===== src/sv/ktmp_pkg.sv =====
// Package for the k-trade max profit stream unit.
// Holds field widths, default sizes and width helper functions.
// Used by ktmp_cell and k_trade_max_profit_stream_unit.
package ktmp_pkg;

	localparam int MAX_K_DEF      = 16;
	localparam int PRICE_BITS_DEF = 16;
	localparam int PRICE_FIELD_W  = 16;
	localparam int PROFIT_FIELD_W = 20;
	localparam int OUT_DATA_W     = 24;
	localparam int TRADES_W       = 5;
	localparam logic [TRADES_W-1:0] TRADES_RESET = 5'd1;

	// profit of level j is at most (j+1) * max price
	function automatic int prof_w(input int max_k, input int price_bits);
		return price_bits + $clog2(max_k) + 1;
	endfunction

	// signed cost: holds the cleared value 2^(PRICE_BITS+5)-1 and -max profit
	function automatic int cost_w(input int max_k, input int price_bits);
		return price_bits + $clog2(max_k) + 7;
	endfunction

	function automatic int lvl_w(input int max_k);
		return (max_k > 1) ? $clog2(max_k) : 1;
	endfunction

endpackage


===== src/sv/ktmp_cell.sv =====
// One trade-level cell: lowest effective cost and best profit of its level.
// Registers the transaction and hands it to the next level each cycle that adv is high.
// Depends on ktmp_pkg.
module ktmp_cell import ktmp_pkg::*; #(
	parameter int MAX_K      = MAX_K_DEF,
	parameter int PRICE_BITS = PRICE_BITS_DEF,
	parameter int IDX        = 0
) (
	input  logic                                   clk,
	input  logic                                   arst_n,
	input  logic                                   adv,
	input  logic [lvl_w(MAX_K)-1:0]                sel,
	input  logic                                   in_valid,
	input  logic                                   in_start,
	input  logic [PRICE_BITS-1:0]                  in_price,
	input  logic [prof_w(MAX_K, PRICE_BITS)-1:0]   in_prev,
	input  logic [prof_w(MAX_K, PRICE_BITS)-1:0]   in_pick,
	output logic                                   out_valid_q,
	output logic                                   out_start_q,
	output logic [PRICE_BITS-1:0]                  out_price_q,
	output logic [prof_w(MAX_K, PRICE_BITS)-1:0]   out_prev_q,
	output logic [prof_w(MAX_K, PRICE_BITS)-1:0]   out_pick_q
);

	localparam int PROF_W = prof_w(MAX_K, PRICE_BITS);
	localparam int COST_W = cost_w(MAX_K, PRICE_BITS);
	localparam int LVL_W  = lvl_w(MAX_K);
	localparam logic signed [COST_W-1:0] COST_RESET =
		COST_W'((64'd1 << (PRICE_BITS + 5)) - 64'd1);

	logic signed [COST_W-1:0] cost_q;
	logic        [PROF_W-1:0] profit_q;
	logic signed [COST_W-1:0] cost_cur;
	logic        [PROF_W-1:0] prof_cur;
	logic signed [COST_W-1:0] p_s;
	logic signed [COST_W-1:0] prev_s;
	logic signed [COST_W-1:0] c_s;
	logic signed [COST_W-1:0] cost_nxt;
	logic signed [COST_W-1:0] gain_s;
	logic        [PROF_W-1:0] prof_nxt;

	always_comb begin
		cost_cur = in_start ? COST_RESET : cost_q;
		prof_cur = in_start ? '0 : profit_q;
		p_s      = signed'(COST_W'(in_price));
		prev_s   = signed'(COST_W'(in_prev));
		c_s      = p_s - prev_s;
		cost_nxt = (c_s < cost_cur) ? c_s : cost_cur;
		gain_s   = p_s - cost_nxt;
		prof_nxt = (gain_s > signed'(COST_W'(prof_cur))) ? PROF_W'(gain_s) : prof_cur;
	end

	always_ff @(posedge clk or negedge arst_n) begin
		if (!arst_n) begin
			cost_q      <= COST_RESET;
			profit_q    <= '0;
			out_valid_q <= 1'b0;
		end else if (adv) begin
			out_valid_q <= in_valid;
			if (in_valid) begin
				cost_q   <= cost_nxt;
				profit_q <= prof_nxt;
			end
		end
	end

	always_ff @(posedge clk) begin
		if (adv) begin
			out_start_q <= in_start;
			out_price_q <= in_price;
			out_prev_q  <= prof_nxt;
			out_pick_q  <= (sel == LVL_W'(IDX)) ? prof_nxt : in_pick;
		end
	end

endmodule


===== config.mk =====
export PLATFORM = sky130hd
export DESIGN_NAME = ktmp_cell
export DESIGN_NICKNAME = d
export VERILOG_FILES = /design/src/sv/ktmp_pkg.sv /design/src/sv/ktmp_cell.sv
export SDC_FILE = /design/constraint.sdc
export NUM_CORES = 1
export LEC_CHECK = 0
export BUFFER_PORTS_ARGS = -buffer_cell sky130_fd_sc_hd__buf_2
export CORE_UTILIZATION = 53
export DETAILED_ROUTE_END_ITERATION = 12
export HOLD_SLACK_MARGIN = 0.05
export PLACE_DENSITY = 0.73
export SYNTH_ARGS = -nofsm -noshare
export SYNTH_HDL_FRONTEND = slang
export SYNTH_SLANG_ARGS = --single-unit

===== constraint.sdc =====
create_clock -name clk -period 19.9 [get_ports clk]
set_clock_uncertainty 0.2 [all_clocks]
set_input_delay 4.975 -clock clk [delete_from_list [all_inputs] [get_ports clk]]
set_output_delay 4.975 -clock clk [all_outputs]
set_load 0.01 [all_outputs]

# --- Yosys cells after proc, flatten, opt, wreduce, memory -nomap -nowiden ---
# Index checks and enable logic that the tools add are counted.
totals:
  register_bits: 108
  inputBits: 67
  out_inout_bits: 60
  wordCells: 18
op_classes:
  n_addsub: 2
  order_cmp: 2
  muxes: 5
  n_reduce_logical: 2
ops:
  columns: ["op", "count"]
  rows:
  - ["$mux W21", 3]
  - ["$mux W27", 2]
  - ["$gt A27 B22 Y1", 1]
  - ["$lt A22 B27 Y1", 1]
  - ["$sub A17 B27 Y27", 1]
  - ["$sub A16 B21 Y22", 1]
  - ["$logic_not A4 Y1", 1]
  - ["$reduce_and A2 Y1", 1]

# --- Logic depth before layout (Yosys ltp) ---
# Gate-level depths: netlist of the first run.
logic_depth:
  depth_word: 7
  depth_mapped: 51
  ltp_nobuf: 46

# --- Least setup slack after synthesis of the first run ---
# Ideal clock, no wire load.
synth_path:
  path_type: "input -> register"
  start: "input port in_price[0]"
  end: "register out_pick_q[20] (data pin)"
  setup_time_ns: 0.260
  t_arrival_ns: 14.208
  required_time_ns: 19.440
  setup_slack_ns: 5.232
  stages: 47
  path_buffers: 4
  cell_sequence: "inv_1 ha_1 fa_1 nand2b_1 a21o_1 a21boi_0 o31ai_1 a311oi_1 xor2_1 inv_1 ha_1 a41oi_1 o21ai_1 a221o_1 or3_1 buf_2 nand3_4 buf_2 (+11 left out) a41oi_4 and2_1 o31ai_1 xnor2_1 ha_1 a21o_1 a21oi_1 nor2b_1 o211ai_1 a21boi_0 o21ai_0 a31oi_1 a211oi_1 o21ai_0 a2111oi_4 a41oi_4 mux2_4 mux2_4"
synth_between:
  elab_chain_len: 7
synth_lines:
  columns: ["element", "line_no", "rtl"]
  rows:
  - ["start: declaration", "ktmp_cell.sv:15", "input logic [PRICE_BITS-1:0] in_price,"]
  - ["$sub A16 B21 Y22", "ktmp_cell.sv:47", "c_s = p_s - prev_s;"]
  - ["$lt A22 B27 Y1", "ktmp_cell.sv:48", "cost_nxt = (c_s < cost_cur) ? c_s : cost_cur;"]
  - ["$mux W27", "ktmp_cell.sv:48", null]
  - ["$sub A17 B27 Y27 *", "ktmp_cell.sv:49", "gain_s = p_s - cost_nxt;"]
  - ["$gt A27 B22 Y1", "ktmp_cell.sv:50", "prof_nxt = (gain_s > signed'(COST_W'(prof_cur))) ? PROF_W'(gain_s) : prof_cur;"]
  - ["$mux W21 *", "ktmp_cell.sv:50", null]
  - ["via prof_nxt[20]", "ktmp_cell.sv:40", "logic [PROF_W-1:0] prof_nxt;"]
  - ["$mux W21 *", "ktmp_cell.sv:72", "out_pick_q <= (sel == LVL_W'(IDX)) ? prof_nxt : in_pick;"]
  - ["end signal: assignment", "ktmp_cell.sv:72", null]
  - ["end: declaration", "ktmp_cell.sv:22", "output logic [prof_w(MAX_K, PRICE_BITS)-1:0] out_pick_q"]
# The timed path passes the listed nets; every way through them passes the cells marked *.
# A chain may end at the register's enable or synchronous reset.

# --- Worst setup path in the final report of the first run ---
layout_path:
  start: "input port in_price[0]"
  end: "register profit_q[19]"
layout_between:
  elab_chain_len: 6
layout_lines:
  columns: ["element", "line_no", "rtl"]
  rows:
  - ["$sub A16 B21 Y22", "ktmp_cell.sv:47", null]
  - ["$lt A22 B27 Y1", "ktmp_cell.sv:48", null]
  - ["$mux W27", "ktmp_cell.sv:48", null]
  - ["$sub A17 B27 Y27 *", "ktmp_cell.sv:49", null]
  - ["$gt A27 B22 Y1", "ktmp_cell.sv:50", null]
  - ["$mux W21 *", "ktmp_cell.sv:50", null]
  - ["end signal: assignment", "ktmp_cell.sv:62", "profit_q <= prof_nxt;"]
  - ["end: declaration", "ktmp_cell.sv:32", "logic [PROF_W-1:0] profit_q;"]
# Mark *: on every way between the ends. The rest lies on a longest branch, timed or not.

==> metrics.cfg, run 1 <==
[run_status]
outcome=complete, no violations

[place]
io_buffers=126
dp_slack_ns=4.05
gp_congestion=0.960
dp_hpwl_mm=16.0

[clocking]
post_cts_resized=0
cts_tree=done
numCtsBuffers=9
cts_max_path_buffers=2
hold_buffers=0
cts.reportedPaths.clkPinSlew_ns=0.07
clockRootBuffer=clkbuf_16
clock-sinks=108
cts_max_level=3
clk_latency_ns=0.37
post_cts_buffers=0

[synth]
synth_cells=920
yosysWarnings=0
synth_area_mm2=0.00834
synthTopCellsByArea=edfxtp_1 21%, ha_1 11%, dfrtp_1 8.4%
synth_top_area_cell=edfxtp_1
ys_seq_area_share_pct=36.2
ys_ff_latch=108
syn_nets=1065
synth_top_area_share_pct=21.2
async_flop_share_pct=45.4
synth_edf_count=59
syn_avg_cell_area_um2=9.07
synth.distinct_cells=78
synth_ff_type=edfxtp_1

[die]
pin_count=127
placementRows=45
initial_core_util_pct=54.7
die_w_um=127
die-area_mm2=0.0162
die_y_um=127
core_mm2=0.0153

[final_layout]
final_common_cell=buf_2
antennaDiodeCount=0
postLayoutCoreUtil_pct=61.8
syn2layout_area_growth_pct=13.0
final_net_count=1176
mostFrequentLayoutCells=126 x buf_2, 120 x nand2_1, 85 x o21ai_0, 76 x ha_1, 65 x inv_1
drive_gt1_share_pct=19.3

[setup_path]
endpoint_kind=flip-flop
cp_max_fo=64
cp_data_required_time_ns=19.95
regToRegSetupSlack_ns=10.83
max_stage_delay_ns=0.57
reg2reg_to=profit_q[19]
r2r_cells=34
cp.arrival_ns=15.64
crit_type=in2reg
cpLargestDelayFamily=compound AO/OA/AOI/OAI gates
start_kind=primary input
cpMaxStageDelayCell=a21boi_0
cp_num_buf_inv=4
r2r_start=cost_q[18]

[sta]
hold_violations=0
slew_violations=0
worst_pin_slew_ns=1.08
finalSetupViolations=0
fin_ws_ns=4.32
period_minus_slack_ns=15.58
rsz0062_at_grt=no
final.setup.tns_ns=0
fmax_mhz=64.2
maxSlewHeadroom_pct=27.7
period_share_pct=78.3

[pwr]
fin_total_pwr_mw=1.11
ir_worst_vdd_mv=0.0514
power_density_mw_per_mm2=117
leakage_nw=4.16

[drt]
drc_errors=0
routed_wl_mm=21.1
wl_per_cell_um=16.9
ant_nets=0
dr.first_iter.drc_count=546
dr.pass1.iters=5
via_count=7312
viasPerCell=5.86

[global_routing]
track_usage_pct=26.5
grt_pass1_vias=6807
antenna_found_initial=0
overflow=0
grt_pass1_wl_mm=33.7
grt_max_degree=65

[min_path]
whs_endpoint=cost_q[16]
worstHoldPathType=reg2reg
hold_start=cost_q[16]
whs_path_depth=2

[flow_run]
maxCapViolations=0

-- metrics by stage --
step,cells,instance area [um^2],hold slack (ns)
final,1247,9430,0.261
after global routing,1247,9430,0.285
after CTS,1247,9430,0.263
after detailed placement,1231,9140,0.250
after global placement,1231,9140,0.247
after floorplan,920,8340,0.239
-- registers in the layout, indices dropped and copies added (netlist names) --
register     count
cost_q          27
out_pick_q      21
out_prev_q      21
profit_q        21
out_price_q     16
out_start_q      1
out_valid_q      1
-- where the power goes --
part | leakage, nW | switching [mW] | internal [mW]
Sequential | 1.15 | 0.0297 | 0.317
Clock | 0.140 | 0.0938 | 0.0878
Combinational | 2.87 | 0.343 | 0.235
-- cells in the mapped netlist, drive strengths merged, types with 23 or more instances --
cell      n
nand2   121
o21ai    91
ha       76
inv      65
edfxtp   59
a21oi    53
nor2     53
dfrtp    28
nor2b    27
a21o     24
xnor2    23
-- per-layer routing --
layer | routed length (um) | track usage, % | vias to the layer above
met5 | 0 | 0 | -
met1 | 9960 | 35.6 | 3397
met4 | 622 | 11.8 | 0
met2 | 9320 | 42.2 | 264
li1 | - | - | 3609
met3 | 1210 | 4.27 | 42
-- area by class of cell --
type	count	area, um^2
inverters	65	244
multi-input cells	715	4930
well taps	211	264
repair buffers	132	676
fillers	1365	5830
clock buffers	9	225
clock inverters	7	63.8
flip-flops and latches	108	3020
-- cell families after synthesis --
family | synth area share, %
AO/OA/AOI/OAI | 24.8
AND/OR/NAND/NOR | 16.8
flip-flops | 36.2
buffers and inverters | 4.77
adder cells (fa/ha/maj) | 12.1
XOR/XNOR | 3.57
multiplexers | 1.66
-- how the worst max path moves through the flow --
stage	depth (start not counted)	start	end
after floorplan	47	in_price[0]	out_pick_q[20]
after detailed placement	44	in_price[0]	profit_q[18]
final	44	in_price[0]	profit_q[19]
after global routing	44	in_price[0]	profit_q[20]
after global placement	44	in_price[0]	profit_q[14]
after CTS	44	in_price[0]	profit_q[19]
-- worst min-delay path: stages (launching register included) --
cell and delay [ns]:
dfstp_2 0.37, nand2_1 0.05, nand2_1 0.04
Power figures use the tool's default switching activity.
==> run 2: changes to the inputs <==
PLACE_DENSITY = 0.76   (was 0.73)
clock period = 12.5 ns   (was 19.9 ns; I/O delays follow)
==> metrics.cfg, run 2 (synthesized netlist as in run 1, its figures left out) <==
[run_status]
outcome=complete, no violations

[place]
io_buffers=126  ; unchanged
place_area_mm2=0.00956  ; +4.6%
dp_hpwl_mm=17.0  ; +6.5%
gp_congestion=0.949  ; -1.1%
place_inst=1283  ; +4.2%

[sta]
hold_violations=0  ; unchanged
finalSetupViolations=0  ; unchanged
rsz0062_at_grt=no
worst_pin_slew_ns=0.832  ; -0.249 ns
period_share_pct=95.7
slew_violations=0  ; unchanged
period_minus_slack_ns=11.96
fmax_mhz=83.6
final.setup.tns_ns=0  ; unchanged
maxSlewHeadroom_pct=44.5  ; +17 points

[die]
die_y_um=127  ; unchanged
placementRows=45  ; unchanged
pin_count=127  ; unchanged
die_w_um=127  ; unchanged
initial_core_util_pct=54.7  ; unchanged
core_mm2=0.0153  ; unchanged
die-area_mm2=0.0162  ; unchanged

[setup_path]
max_stage_delay_ns=0.42  ; -0.15 ns
start_kind=primary input
cp_data_required_time_ns=12.41  ; -7.54 ns
endpoint_kind=flip-flop
crit_type=in2reg
cp_max_fo=38  ; -41%
cpMaxStageDelayCell=a221o_1
cp.arrival_ns=11.87  ; -3.77 ns

[final_layout]
final_common_cell=buf_2
final-instance-count-excl-fill=1303  ; +4.5%
syn2layout_area_growth_pct=19.0
fin_area_mm2=0.00993  ; +5.4%
final_net_count=1232  ; +4.8%
drive_gt1_share_pct=23.6  ; +4.3 points
largest_register_ffs=27  ; unchanged
antennaDiodeCount=0  ; unchanged
mostFrequentLayoutCells=126 x buf_2, 120 x nand2_1, 81 x o21ai_0, 76 x ha_1, 65 x inv_1
largest-register=cost_q

[global_routing]
grt_max_degree=61  ; -6.2%
grt_pass1_vias=7103  ; +4.3%
antenna_found_initial=0  ; unchanged
overflow=0  ; unchanged
grt_pass1_wl_mm=35.4  ; +5.1%
track_usage_pct=27.7  ; +1.2 points

[clocking]
numCtsBuffers=9  ; unchanged
cts_max_path_buffers=2  ; unchanged
clock-sinks=108  ; unchanged
cts.reportedPaths.clkPinSlew_ns=0.07  ; about the same
cts_max_level=3  ; unchanged
hold_buffers=0  ; unchanged
clk_latency_ns=0.36  ; about the same
clockRootBuffer=clkbuf_16
cts_tree=done

[min_path]
worstHoldPathType=reg2reg

[drt]
wl_per_cell_um=16.8  ; -0.66%
ant_nets=0  ; unchanged
routed_wl_mm=21.9  ; +3.8%
via_count=7557  ; +3.4%
viasPerCell=5.80  ; -1.1%
dr.first_iter.drc_count=526  ; -3.7%
drc_errors=0  ; unchanged
dr.pass1.iters=6  ; +1

[pwr]
ir_worst_vdd_mv=0.0845  ; +64%
leakage_nw=4.46  ; +7.2%
power_density_mw_per_mm2=188  ; +60%

[flow_run]
maxCapViolations=0  ; unchanged

run 2: cell count changes in the layout (fill, tap and decap cells not counted), moves of 2 or more:
cell     previous run  this run
buf_4               6        58
o21ai_0            85        81
nor3_4              0         2
nor3_2              4         2
inv_6               4         2
o21ai_1             5         9
buf_12              0         3
run 2: path summary, 6_finish.rpt:
| path | startpoint | end | cells after the start | slack, ns |
|---|---|---|---|---|
| min in group asynchronous | arst_n | profit_q[15] | 2 | 2.68 |
| min reg2reg | cost_q[16] | cost_q[16] | 2 | 0.27 |
| max in group asynchronous | arst_n | profit_q[12] | 2 | 8.98 |
| max | in_price[0] | out_pick_q[9] | 47 | 0.54 |
| max reg2reg | cost_q[18] | out_pick_q[9] | 37 | 4.63 |
| min | cost_q[16] | cost_q[16] | 2 | 0.27 |
run 2: cell type report:
cell class | instances | area, um^2
fillers | 1265 | 5330
multi-input cells | 715 | 4950
flip-flops and latches | 108 | 3020
repair buffers | 188 | 1140
well taps | 211 | 264
inverters | 65 | 244
clock buffers | 10 | 229
clock inverters | 6 | 82.6
run 2: routing by layer:
layer	vias to the layer above	global-route usage [%]	wire length (um)
met5	-	0	0
met4	0	10.4	444
met3	39	3.14	1200
met2	285	45.4	10100
met1	3508	37.8	10200
li1	3725	-	-
run 2: stage by stage:
step | total power [mW] | utilization [%] | hold slack (ns) | worst slack, ns
final | 1.87 | 65.1 | 0.267 | 0.539
after global routing | 2.00 | 65.1 | 0.292 | 0.0257
after CTS | 1.85 | 64.7 | 0.265 | 0.124
after detailed placement | 1.54 | 62.6 | 0.249 | -0.210
after global placement | 1.51 | 62.6 | 0.248 | 0.0152
after floorplan | 1.22 | - | 0.239 | 0.0409
run 2: report_power, final:
part           total (mW)  switching [mW]  internal [mW]
Sequential          0.552          0.0477          0.504
Clock               0.304           0.144          0.160
Combinational        1.01           0.566          0.444
run 2: repair_timing:
item | 4_1_cts | 5_1_grt
resized for setup | 0 | 12
buffers inserted | 0 | 4
setup endpoints to repair | 0 | 63
run 2: worst max-delay path: cells and delay by family:
family                     cells  cell delay (ns)
and+or+nand+nor                8             1.11
muxes                          1             0.30
xor gates and xnor gates       2             0.48
adders and majority gates      7             2.17
buffers and inverters          8             0.90
AOI/OAI and AO/OA             21             3.78
